File: src/bef_ram.sv
// Generic single-port-write, single-port-read RAM with registered read data.
module bef_ram #(
    parameter int WIDTH = 32,
    parameter int DEPTH = 45
) (
    input  logic                     clk,
    input  logic                     we,
    input  logic [$clog2(DEPTH)-1:0] waddr,
    input  logic [WIDTH-1:0]         wdata,
    input  logic [$clog2(DEPTH)-1:0] raddr,
    output logic [WIDTH-1:0]         rdata
);

    logic [WIDTH-1:0] mem [0:DEPTH-1];
    logic [WIDTH-1:0] rdata_reg;

    always_ff @(posedge clk)
    begin
        if (we)
        begin
            mem[waddr] <= wdata;
        end
        rdata_reg <= mem[raddr];
    end

    assign rdata = rdata_reg;

endmodule

File: config.mk
export PLATFORM = sky130hd
export DESIGN_NAME = bef_ram
export DESIGN_NICKNAME = d
export VERILOG_FILES = /design/src/bef_ram.sv
export SDC_FILE = /design/constraint.sdc
export NUM_CORES = 1
export LEC_CHECK = 0
export BUFFER_PORTS_ARGS = -buffer_cell sky130_fd_sc_hd__buf_2
export CAP_MARGIN = 5
export CORE_AREA = 2 2 379 381
export CTS_CLUSTER_DIAMETER = 40
export CTS_CLUSTER_SIZE = 12
export DETAILED_ROUTE_END_ITERATION = 8
export DIE_AREA = 0 0 381 383
export HOLD_SLACK_MARGIN = 0.05
export PLACE_DENSITY = 0.55
export SYNTH_ARGS = -nofsm -noshare
export SYNTH_HDL_FRONTEND = slang
export SYNTH_SLANG_ARGS = --single-unit
File: constraint.sdc
create_clock -name clk -period 4.8 [get_ports clk]
set_input_delay 0 -clock clk [delete_from_list [all_inputs] [get_ports clk]]
set_output_delay 0 -clock clk [all_outputs]
set_load 0.01 [all_outputs]
* Word level (Yosys, flattened, before mapping) *
Memories as Yosys holds them, arrays and structs flattened. A register that Yosys moved wholly into a read port is not among the register bits.
Index checks and enable logic that the tools add are counted.
W data, S select, Z words.

storage, ports and cells
  flip-flop bits (word level) = 0
  RAM bits = 1440
  output and inout port bits = 32
  memories = 1

memory list
  name  depth  bits a word  read ports  clocked after memory_dff  write ports  RTL line  RTL
  mem   45     32           1           1                         1            14        logic [WIDTH-1:0] mem [0:DEPTH-1];

operators by class
  multiplexer cells = 2

operators with widths
  operator  count
  $mux W1   2

* Longest topological paths before layout *
  word-level depth = 2
  gate-level depth with buffers = 9
  depth with buffers taken out = 5

* Worst setup path after synthesis *
No wires, ideal clock.

  kind = input to register
  from = input we
  to = memory mem[16][0], enable pin
  setup time = 461 ps
  arrival = 2991 ps
  required time = 4339 ps
  setup slack = 1348 ps
  cell stages on the path = 3
  cell sequence = nor2b_1 -> or3b_2 -> nor3_1

between the ends
  word-level cells in the longest chain between the ends = 2

RTL lines
  element                        RTL line  RTL
  start: declaration             7         input logic we,
  $mux W1                        19        if (we)
  $mux W1 (implied by the code)  21        mem[waddr] <= wdata;
  end: declaration               14

No other way between the ends.

* Worst setup path after layout *
  from = input waddr[1]
  to = memory mem[7][15], enable pin

RTL lines
  element             RTL line  RTL
  start: declaration  8         input logic [$clog2(DEPTH)-1:0] waddr,

No word-level cell before the write port.

==> results.cfg <==
[global_routing]
antenna_found_initial = 16
track_usage_pct = 20.8
grt_pass1_vias = 28900
grt_first_pass_wirelength_um = 215000
grt_max_degree = 68
met2_usage_pct = 33.7
globalRouteOverflowTotal = 0
use_met1_pct = 29.0
grt.busiest_layer = met2
grt_use_met3_pct = 3.16

[sta]
maxSlewViolCount = 0
final.period_utilization_pct = 56.2
setup_violations = 0
finalClockSkew_ns = 0.0247
tightest_slew_ns = 1.24
fin_crit_ns = 2.70
hold_viol = 0
rsz0062_at_grt = false
fmax_mhz = 371
max_slew_margin_pct = 17.1
fin_tns_setup_ns = 0

[die]
core_um2 = 142000
start_util_pct = 39.7
ios = 78
placementRows = 139
dieArea_um2 = 146000
die_h_um = 383
die_w_um = 381

[detailed_routing]
via_per_inst = 5.69
drtAntennaViolNets = 0
num_vias = 28600
dr.pass1.iters = 6
drc = 0
routedWlPerCell_um = 30.3
wirelength_um = 153000
drt_iter0_markers = 3091

[worst_hold_path]
min_from = raddr[4]
whs_endpoint = rdata[4]
min_path_type = in2reg
hold_depth = 4

[logic_synthesis]
synth_edf_count = 1440
synth.distinct_cells = 31
synth_area_per_cell_um2 = 20.3
syn_inst = 2775
synth_top_area_share_pct = 76.6
ys_seq_area_share_pct = 77.7
synth_area_leaders = edfxtp_1 77%, mux2i_1 9.1%, mux4_2 5.1%, a22oi_1 1.7%, dfxtp_1 1.1%
ys_warn_count = 0
synth_top_area_cell = edfxtp_1
ys.flop_type = edfxtp_1
ys_ff_latch = 1472
synthArstFlopShare_pct = 0
syn_area_um2 = 56500
yosysMostFrequentCell = edfxtp_1
synth_fp_nets = 2821
ys_top_cells_by_count = 1,440 x edfxtp_1, 512 x mux2i_1, 128 x a22oi_1, 128 x mux4_2, 69 x clkbuf_1

[power_and_ir_drop]
leakage_nw = 21.8
finalPower_w = 0.0280
ir_drop_uv = 357
p_per_area_nw_per_um2 = 429

[critical_path]
r2r_slack_ns = 2.91
cp.required_ns = 5.21
reg2reg_depth = 4
end_kind = register
path_max_fanout = 26
cp_data_arrival_time_ns = 3.11
timing.rr.end = rdata[19]
path_class = in2reg
r2r_start = mem[39][19]
startpoint_type = input pin

[clock_tree]
htree_levels = 4
cts_resized = 0
clock_latency_ns = 0.80
cts-root-buf = clkbuf_16
clkTransAtPathRegs_ns = 0.05
cts_tree = done
cts_buffers = 168
post_cts_buffers = 0
clockBufferDepth = 3
cts.sinks = 1472

[placement]
hpwl_um = 85400
portBuffers = 77
gp_congestion = 0.790

[cells_and_area]
area_growth_pct = 15.7
fin_nets = 3042
nFillCells = 11900
drive_above_1_share_pct = 20.4
largest_reg_flops = 1440

[run_status]
status = complete, no violations

[run]
timing.max_cap.violations = 0
==> layer usage <==
metal  wire length, um  vias up
met5                42        -
met4              3830        8
met3              9160      234
met2             74100     1034
met1             65500    15300
li1                  -    12000
==> worst max-delay path, stage by stage <==
cell and delay [ns]:
dlygate4sd3_1 0.57, buf_2 0.33, nand4_1 0.38, dlygate4sd3_1 0.74, nor2_4 0.34, buf_4 0.71
==> kinds of logic after synthesis <==
kind of cell | after synthesis | share of synthesized area (%)
buffers and inverters | 166 | 1.69
AO/OA/AOI/OAI | 384 | 5.53
multiplexers | 640 | 14.2
AND/OR/NAND/NOR | 113 | 0.860
flip-flops | 1472 | 77.7
==> how the worst max path moves through the flow <==
stage             start           to  slack [ns]  cells after the start
2_1_floorplan        we   mem[16][0]        1.35                      3
3_3_place_gp   raddr[0]     rdata[1]        1.78                      8
3_5_place_dp   raddr[0]     rdata[1]        1.72                      8
4_1_cts              we  mem[28][20]        2.20                      6
6_report       waddr[1]   mem[7][15]        2.10                      6
5_1_grt              we  mem[28][20]        2.10                      6
==> layout make-up <==
type / count / area [um2] / share of cell area, %
antenna: 3 / 7.51 / 0.0115
clock buffer: 208 / 4440 / 6.79
clock inverter: 91 / 948 / 1.45
multi-input combinational: 1137 / 12000 / 18.3
sequential: 1472 / 43900 / 67.2
tap: 1903 / 2380 / 3.64
timing repair buffer: 217 / 1700 / 2.61
==> per-stage QoR <==
stage / util (%) / std cells / hold slack, ns / area, um2 / worst slack [ns]
floorplan: - / 2775 / 0.0989 / 56500 / 1.35
global placement: 41.8 / 4688 / 0.426 / 59500 / 1.78
detailed placement: 41.8 / 4688 / 0.426 / 59500 / 1.72
CTS: 45.9 / 5028 / 0.0614 / 65300 / 2.20
global route: 45.9 / 5031 / 0.121 / 65300 / 2.10
finish: 45.9 / 5031 / 0.113 / 65300 / 2.10
==> where the power goes <==
group,leakage (nW),switching (W),internal [W]
clock network,2.61,0.00509,0.00726
logic,5.95,0.000889,0.000481
registers,13.2,0.0000572,0.0142
total,21.8,0.00604,0.0220
==> repair_timing <==
action	4_1_cts	5_1_grt
setup endpoints to repair	0	0
endpoints found under the hold margin	1490	0
hold buffers	41	0
==> layout by cell type (no fill, tap or decap), types with 3 or more instances in the layout <==
master,instances
edfxtp_1,1440
mux2i_1,512
clkbuf_16,170
a22oi_1,128
mux4_2,128
buf_4,89
buf_2,74
a22o_1,64
a221oi_1,64
a21oi_1,64
nor2_4,42
dlygate4sd3_1,41
nand2_1,40
clkbuf_1,34
o22ai_1,32
o41ai_2,32
dfxtp_1,32
clkinv_2,23
clkinv_1,18
bufinv_16,12
inv_6,12
buf_12,12
clkinvlp_4,10
clkinv_4,6
clkinv_8,5
nor2_1,4
nor3_2,4
nand3_1,4
inv_16,4
clkbuf_8,4
diode_2,3
nand2b_1,3
nor2b_1,3
Note: power is estimated with default switching activity, not from simulation.
