<file path="src/bef_pkg.sv">
// Shared constants, types and tables of the band-edge frequency-locked loop.
package bef_pkg;

    localparam int TAP_COUNT   = 45;
    localparam int SAMPLE_BITS = 16;
    localparam int PHASE_BITS  = 24;
    localparam int ROM_HALF    = 22;
    localparam int CENTER_TAP  = (TAP_COUNT - 1) / 2;
    localparam int GAIN_BITS   = 20;
    localparam int FREQ_BITS   = PHASE_BITS + 2;
    localparam int PTR_W       = $clog2(TAP_COUNT);
    localparam int COEF_BITS   = 18;
    localparam int PROD_BITS   = SAMPLE_BITS + COEF_BITS;
    localparam int ACC_BITS    = PROD_BITS + 8;
    localparam int LVL_BITS    = ACC_BITS - SAMPLE_BITS + 2;
    localparam int SQ_BITS     = 2 * LVL_BITS;
    localparam int ERR_BITS    = 25;
    localparam int INV_BITS    = 32;
    localparam int ERRT_BITS   = ERR_BITS + INV_BITS - 16;
    localparam int DF_BITS     = ERRT_BITS + GAIN_BITS + 1 - (52 - PHASE_BITS);
    localparam int CFG_INDEX_BITS = 8;

    localparam logic [INV_BITS-1:0] INV_TWO_PI_Q32 = 32'd683565276;
    localparam int ERR_LIMIT = 16777215;

    localparam logic [CFG_INDEX_BITS-1:0] REG_PROP_GAIN  = 8'd0;
    localparam logic [CFG_INDEX_BITS-1:0] REG_INTEG_GAIN = 8'd1;

    localparam logic [GAIN_BITS-1:0] PROP_GAIN_RESET  = 20'd89128;
    localparam logic [GAIN_BITS-1:0] INTEG_GAIN_RESET = 20'd3960;

    localparam int QSINE [0:64] = '{
        0, 402, 804, 1205, 1606, 2006, 2404, 2801, 3196, 3590, 3981, 4370, 4756,
        5139, 5520, 5897, 6270, 6639, 7005, 7366, 7723, 8076, 8423, 8765, 9102,
        9434, 9760, 10080, 10394, 10702, 11003, 11297, 11585, 11866, 12140, 12406,
        12665, 12916, 13160, 13395, 13623, 13842, 14053, 14256, 14449, 14635,
        14811, 14978, 15137, 15286, 15426, 15557, 15679, 15791, 15893, 15986,
        16069, 16143, 16207, 16261, 16305, 16340, 16364, 16379, 16384
    };

    localparam int EDGE_RE [0:ROM_HALF] = '{
        29206, -13584, -8118, 8433, -776, 702, -1649, 129, -241, 654, 0, 104,
        -323, -42, -46, 175, 59, 16, -97, -64, 0, 53, 65
    };
    localparam int EDGE_IM [0:ROM_HALF] = '{
        0, -22167, 15933, -664, -1067, -1696, 261, 151, 740, -157, 0, -434,
        105, -36, 289, -72, 43, -204, 49, -39, 150, -32, 33
    };

    typedef enum logic [3:0] {
        S_CLEAR,
        S_IDLE,
        S_ROT_MUL,
        S_ROT_SUM,
        S_MAC,
        S_DRAIN,
        S_SQR,
        S_ERR,
        S_ERRT,
        S_GAIN,
        S_DONE
    } state_t;

    typedef struct packed {
        logic issue;
        logic clear;
    } mac_ctl_t;

    // Sine in Q1.14 at one of 256 steps per turn.
    function automatic logic signed [15:0] sine_at(input logic [7:0] idx);
        logic [6:0] r;
        logic [6:0] rr;
        logic signed [15:0] a;
        logic signed [15:0] b;
        r  = {1'b0, idx[5:0]};
        rr = 7'd64 - r;
        a  = 16'(QSINE[r]);
        b  = 16'(QSINE[rr]);
        case (idx[7:6])
            2'd0:    sine_at = a;
            2'd1:    sine_at = b;
            2'd2:    sine_at = -a;
            default: sine_at = -b;
        endcase
    endfunction

    // Lower band-edge tap at delay position k; zero beyond the stored half.
    function automatic logic signed [COEF_BITS-1:0] tap_re(input logic [PTR_W-1:0] k);
        int n;
        int m;
        n = int'(k) - CENTER_TAP;
        m = (n < 0) ? -n : n;
        if (m > ROM_HALF)
            tap_re = '0;
        else
            tap_re = COEF_BITS'(EDGE_RE[m]);
    endfunction

    function automatic logic signed [COEF_BITS-1:0] tap_im(input logic [PTR_W-1:0] k);
        int n;
        int m;
        n = int'(k) - CENTER_TAP;
        m = (n < 0) ? -n : n;
        if (m > ROM_HALF)
            tap_im = '0;
        else if (n >= 0)
            tap_im = COEF_BITS'(EDGE_IM[m]);
        else
            tap_im = COEF_BITS'(-EDGE_IM[m]);
    endfunction

endpackage

</file>
<file path="src/bef_mac.sv">
// Serial complex MAC for the lower and upper band-edge filters.
module bef_mac import bef_pkg::*; (
    input  logic                        clk,
    input  logic                        rst_n,
    input  mac_ctl_t                    ctl,
    input  logic [PTR_W-1:0]            tap,
    input  logic [2*SAMPLE_BITS-1:0]    rdata,
    output logic signed [ACC_BITS-1:0]  low_re,
    output logic signed [ACC_BITS-1:0]  low_im,
    output logic signed [ACC_BITS-1:0]  up_re,
    output logic signed [ACC_BITS-1:0]  up_im
);

    logic                        v1_reg;
    logic                        v2_reg;
    logic [PTR_W-1:0]            tap1_reg;
    logic signed [PROD_BITS-1:0] pa_reg, pb_reg, pc_reg, pd_reg;
    logic signed [ACC_BITS-1:0]  lr_reg, li_reg, ur_reg, ui_reg;

    logic signed [COEF_BITS-1:0]   hr, hi;
    logic signed [SAMPLE_BITS-1:0] ar, ai;
    logic signed [ACC_BITS-1:0]    ea, eb, ec, ed;

    always_comb
    begin
        hr = tap_re(tap1_reg);
        hi = tap_im(tap1_reg);
        ar = $signed(rdata[SAMPLE_BITS-1:0]);
        ai = $signed(rdata[2*SAMPLE_BITS-1:SAMPLE_BITS]);
        ea = ACC_BITS'(pa_reg);
        eb = ACC_BITS'(pb_reg);
        ec = ACC_BITS'(pc_reg);
        ed = ACC_BITS'(pd_reg);
    end

    always_ff @(posedge clk or negedge rst_n)
    begin
        if (!rst_n)
        begin
            v1_reg <= 1'b0;
            v2_reg <= 1'b0;
        end
        else
        begin
            v1_reg <= ctl.issue;
            v2_reg <= v1_reg;
        end
    end

    always_ff @(posedge clk)
    begin
        tap1_reg <= tap;
        // products: A = hr*ar, B = hi*ai, C = hr*ai, D = hi*ar
        pa_reg <= PROD_BITS'(hr * ar);
        pb_reg <= PROD_BITS'(hi * ai);
        pc_reg <= PROD_BITS'(hr * ai);
        pd_reg <= PROD_BITS'(hi * ar);
        if (ctl.clear)
        begin
            lr_reg <= '0;
            li_reg <= '0;
            ur_reg <= '0;
            ui_reg <= '0;
        end
        else if (v2_reg)
        begin
            lr_reg <= lr_reg + ea - eb;
            li_reg <= li_reg + ec + ed;
            ur_reg <= ur_reg + ea + eb;
            ui_reg <= ui_reg + ec - ed;
        end
    end

    assign low_re = lr_reg;
    assign low_im = li_reg;
    assign up_re  = ur_reg;
    assign up_im  = ui_reg;

endmodule

</file>
<file path="config.mk">
export PLATFORM = sky130hd
export DESIGN_NAME = bef_mac
export DESIGN_NICKNAME = d
export VERILOG_FILES = /design/src/bef_pkg.sv /design/src/bef_mac.sv
export SDC_FILE = /design/constraint.sdc
export NUM_CORES = 2
export LEC_CHECK = 0
export ABC_CLOCK_PERIOD_IN_PS = 12600
export BUFFER_PORTS_ARGS = -buffer_cell sky130_fd_sc_hd__buf_4
export CAP_MARGIN = 10
export CORE_AREA = 4 4 429 431
export DETAILED_ROUTE_END_ITERATION = 8
export DIE_AREA = 0 0 433 435
export GPL_TIMING_DRIVEN = 0
export RECOVER_POWER = 25
export SYNTH_ARGS = -nofsm -noshare
export SYNTH_HDL_FRONTEND = slang
export SYNTH_SLANG_ARGS = --single-unit
</file>
<file path="constraint.sdc">
create_clock -name clk -period 12.6 [get_ports clk]
set_clock_uncertainty 0.2 [all_clocks]
set_input_delay 0.63 -clock clk [delete_from_list [all_inputs] [get_ports clk]]
set_output_delay 0.63 -clock clk [all_outputs]
set_load 0.005 [all_outputs]
</file>
## Word level (Yosys, flattened, before mapping)

Memories as Yosys holds them, arrays and structs flattened.
Index checks and enable logic that the tools add are counted.

- Register bits: 312
- Bits in read-only memories: 2,048
- Output and inout port bits: 168
- Memories: 2

- Add/sub/neg operators: 11
- Multiply operators: 4
- Magnitude comparators: 4
- Mux-type cells: 8
- Bitwise logic cells: 1

Memories:

| memory | words | width | read ports | clocked after memory_dff | wr ports | RTL line | text |
|---|---|---|---|---|---|---|---|
| (name not given) | 32 | 32 | 1 | 0 | 0 | bef_pkg.sv:109 | `tap_im = COEF_BITS'(-EDGE_IM[m]);` |
| (name not given) | 32 | 32 | 1 | 0 | 0 | bef_pkg.sv:96 | `tap_re = COEF_BITS'(EDGE_RE[m]);` |

Operator list:

| cell | number |
|---|---|
| adder 42 x 34 -> 42 bit | 6 |
| multiplier 18 x 16 -> 34 bit | 4 |
| 2-to-1 mux 18 bit | 7 |
| subtractor 42 x 34 -> 42 bit | 2 |
| greater-or-equal comparator 32 x 6 -> 1 bit (second input constant) | 1 |
| greater-than comparator 32 x 6 -> 1 bit (second input constant) | 1 |
| 2-to-1 mux 32 bit | 1 |
| negation 7 -> 32 bit | 1 |
| inverter 32 bit | 1 |
| negation 18 bit | 1 |
| greater-or-equal comparator 7 x 1 -> 1 bit (second input constant) | 1 |
| less-than comparator 7 x 1 -> 1 bit (second input constant) | 1 |
| subtractor 6 x 5 -> 7 bit (second input constant) | 1 |

## Depth between registers and ports, before layout

- Word-level depth: 11
- Depth in mapped cells: 40
- Depth with buffers taken out: 36

## Worst setup path after synthesis

Ideal clock, no wire load.

- Path kind: register to register
- Start: register tap1_reg[0]
- End: register pd_reg[30]
- Data arrival time: 9.144 ns
- Data required time: 12.328 ns
- Setup slack: 3.184 ns
- Cell stages (with the launch flop): 40
- Clock period less this slack: 9.416 ns
- Cell sequence: dfxtp_1 -> inv_1 -> clkbuf_1 -> ha_1 -> nor2b_1 -> a21o_2 -> xnor2_2 -> o21a_1 -> buf_2 -> buf_4 -> a31oi_1 -> o221a_2 -> ha_1 -> and3_1 -> a21oi_1 -> xnor2_1 -> clkbuf_1 -> nand2_1 -> [... 4 more ...] -> fa_1 -> inv_1 -> fa_1 -> fa_1 -> inv_1 -> fa_1 -> inv_1 -> ha_1 -> a211oi_1 -> nand2_1 -> a211oi_1 -> o21ai_0 -> a32o_1 -> o21a_1 -> a2111oi_0 -> o21bai_1 -> a21oi_1 -> xnor2_1

- Longest elaborated chain between the ends: 11

RTL lines:

| what | RTL line | text |
|---|---|---|
| from (decl) | bef_mac.sv:16 | `logic [PTR_W-1:0] tap1_reg;` |
| from (signal assigned) | bef_mac.sv:52 | `tap1_reg <= tap;` |
| subtractor 6 x 5 -> 7 bit (*) | bef_pkg.sv:102 | `n = int'(k) - CENTER_TAP;` |
| negation 7 -> 32 bit / less-than comparator 7 x 1 -> 1 bit (equally long branches) | bef_pkg.sv:103 | `m = (n < 0) ? -n : n;` |
| 2-to-1 mux 32 bit | bef_pkg.sv:103 |  |
| inverter 32 bit (implied by the code) | bef_pkg.sv:107, bef_pkg.sv:109 |  |
| memory (32 x 32 bit) | - |  |
| 2-to-1 mux 18 bit (implied by the code) (2 in a row) | bef_pkg.sv:109 |  |
| negation 18 bit | bef_pkg.sv:109 |  |
| 2-to-1 mux 18 bit | bef_pkg.sv:106 | `else if (n >= 0)` |
| 2-to-1 mux 18 bit (*) | bef_pkg.sv:104 | `if (m > ROM_HALF)` |
| multiplier 18 x 16 -> 34 bit (*) | bef_mac.sv:57 | `pd_reg <= PROD_BITS'(hi * ar);` |
| to (signal assigned) | bef_mac.sv:57 |  |
| to (decl) | bef_mac.sv:17 | `logic signed [PROD_BITS-1:0] pa_reg, pb_reg, pc_reg, pd_reg;` |

Every way passes the cells marked *; elsewhere a longest branch is shown, timed or not. The select of a mux whose other input is x is not followed.
A chain may end at the register's enable or synchronous reset.

## Final worst setup path

Ends and elaborated chain as after synthesis.

==> impl_metrics.json <==
{
  "status": "finished clean",
  "via_count": 51800,
  "met3_length_mm": 19.0,
  "crit_path_max_fanout": 12,
  "cp.required_ps": 12810,
  "ys.warnings.count": 0,
  "cpPeakStageDelay_ps": 1000,
  "max_freq_ghz": 0.0826,
  "rows": 156,
  "ys_ff_latch": 312,
  "antenna_found_initial": 42,
  "cts_tree": "done",
  "final_common_cell": "inv_1",
  "final_layout_size_suffix_gt1_share_pct": 5.02,
  "synth-edff-count": 0,
  "drtPass1Iterations": 8,
  "ctsLongestPathBuffers": 3,
  "grt_pass1_vias": 54600,
  "routabilityCongestion": 1.00,
  "multi_input_area_sq_um": 51000,
  "min_path_type": "primary input to asynchronous set/reset pin",
  "ant_nets": 0,
  "slew_viol_final": 0,
  "relSlewSlack_pct": 2.91,
  "final.setup.tns_ps": 0,
  "arrival_ps": 12330,
  "dieArea_sq_um": 188000,
  "start_util_pct": 35.8,
  "routed.top_layer": "met5",
  "synth_ff_type": "dfxtp_1",
  "syn_area_sq_um": 64400,
  "die_w_um": 433,
  "grt.overflow.total": 0,
  "grt_usage_pct": 24.2,
  "nNetsFinal": 9394,
  "yosysSeqAreaShare_pct": 9.71,
  "end_kind": "flip-flop",
  "crit_type": "flip-flop to flip-flop",
  "wl_met1_mm": 90.0,
  "syn-num-nets": 9119,
  "dpl.cell_count": 9864,
  "clock-sinks": 312,
  "clk_pin_slew_worst_paths_ps": 60,
  "vias_per_cell": 5.19,
  "routed_wl_mm": 226,
  "cts_buffers": 44,
  "htree_levels": 2,
  "io_pins": 210,
  "grt_pass1_wl_mm": 341,
  "synth_xor_area_share_pct": 4.14,
  "synth_top_family_by_area": "adder cells",
  "syn_to_final_growth_pct": 9.82,
  "grt_max_degree": 18,
  "synthMuxAreaShare_pct": 1.44,
  "worst_pin_slew_ps": 1460,
  "dr_wl_met2_mm": 103,
  "post_drt_wl_per_cell_um": 22.7,
  "clock_latency_ps": 640,
  "drt-initial-drc-count": 4092,
  "synth-compound-area-share_pct": 9.73,
  "synthCells": 7277,
  "stdcell_count": 9976,
  "async_reset_ff_share_pct": 0.641,
  "cts_root_buf": "clkbuf_16",
  "die_h_um": 435,
  "synthAdderAreaFrac_pct": 50.0,
  "hold_viol": 0,
  "rsz0062_at_grt": "false",
  "startpoint_type": "flip-flop",
  "min_period_over_period_pct": 96.1,
  "core_area_sq_um": 180000,
  "fin_util_pct": 39.3,
  "cap_violations": 0,
  "synthSimpleGateAreaFrac_pct": 13.8,
  "crit_slowest_cell": "clkbuf_1",
  "post-route-drc-count": 0,
  "regArea_sq_um": 6260,
  "setup_viol": 0,
  "ys_types": 95,
  "cp_common_cell": "fa_1",
  "layout_common_cells": "inv_1 (1615), fa_1 (1288), nand2_1 (674), ha_1 (512), nor2_1 (485)",
  "fin_crit_ps": 12110,
  "cts_setup_buffers": 0,
  "post-dp-hpwl_mm": 192,
  "fillers": 18400,
  "syn_area_per_cell_sq_um": 8.85,
  "io_buffers": 208
}
-- layer usage --
| layer | vias up | GRT usage, % |
|---|---|---|
| met5 | - | 0.384 |
| met4 | 16 | 12.7 |
| met3 | 682 | 5.82 |
| met2 | 2142 | 38.6 |
| met1 | 26000 | 30.4 |
| li1 | 22900 | - |
-- Yosys cell counts, types with 17 or more instances --
library cell / instances / area [sq um]
mux2i_1: 88 / 881
fa_1: 1288 / 25800
o21bai_1: 36 / 270
nand2b_1: 44 / 275
dfxtp_1: 310 / 6210
and2_1: 368 / 2300
xor2_1: 89 / 780
and3_1: 66 / 413
o211ai_1: 23 / 173
ha_1: 512 / 6410
nand4_1: 24 / 150
nor2_1: 485 / 1820
buf_1: 17 / 63.8
a211oi_1: 39 / 293
nor3_1: 62 / 310
buf_2: 44 / 220
nand3_1: 62 / 310
inv_1: 1615 / 6060
nand2_1: 674 / 2530
xnor2_1: 208 / 1820
o21ai_0: 183 / 916
nor2b_1: 47 / 294
a31oi_1: 33 / 206
a21o_1: 140 / 1050
a21oi_1: 309 / 1550
clkbuf_1: 217 / 815
o21a_1: 44 / 330
-- cells by family after synthesis --
family | after synthesis
AO/OA/AOI/OAI | 971
multiplexers | 92
buffers and inverters | 1905
flip-flops | 312
XOR/XNOR | 301
AND/OR/NAND/NOR | 1896
adder cells (fa/ha/maj) | 1800
-- worst paths after layout --
check / startpoint / slack [ps] / cells after the start / end
setup reg to reg: tap1_reg[0] / 490 / 35 / pd_reg[30]
hold / removal: rst_n / 130 / 2 / v2_reg
min in group clk: v1_reg / 150 / 0 / v2_reg
max in group asynchronous: rst_n / 11940 / 2 / v1_reg
hold reg to reg: v1_reg / 150 / 0 / v2_reg
setup / recovery: tap1_reg[0] / 490 / 35 / pd_reg[30]
-- worst max-delay path: cells and delay by family, from the launching register on --
family / cells / cell delay [ps]
adder cells (fa/ha/maj): 8 / 3610
AO/OA/AOI/OAI: 11 / 2980
buffers and inverters: 10 / 2870
XOR/XNOR: 2 / 640
flip-flops: 1 / 350
AND/OR/NAND/NOR: 4 / 1190
-- cell type report --
type,instances,area share (%)
multi-input combinational,5060,72.1
clock buffer,52,1.66
tap,2370,4.19
buffer,285,1.63
inverter,1620,8.59
sequential,312,8.84
antenna,21,0.0743
clock inverter,27,0.504
timing repair buffer,229,2.44
-- timing repair --
action                                 in CTS  in global routing
endpoints found under the hold margin       9                  0
setup endpoints to repair                   0                  8
gates resized for setup                     0                  8
hold buffers                                8                  0
-- stage by stage --
step / instance area, sq um / worst slack [ps] / hold WS, ps
3_3_place_gp: 69000 / 181 / 136
3_5_place_dp: 69100 / 240 / 140
5_1_grt: 70700 / 15.5 / 160
6_report: 70800 / 487 / 131
4_1_cts: 70700 / 163 / 113
2_1_floorplan: 64400 / 3180 / 131
Power is not shown: default switching activity piles up to over one toggle a cycle in this logic, so the estimate is an artifact.
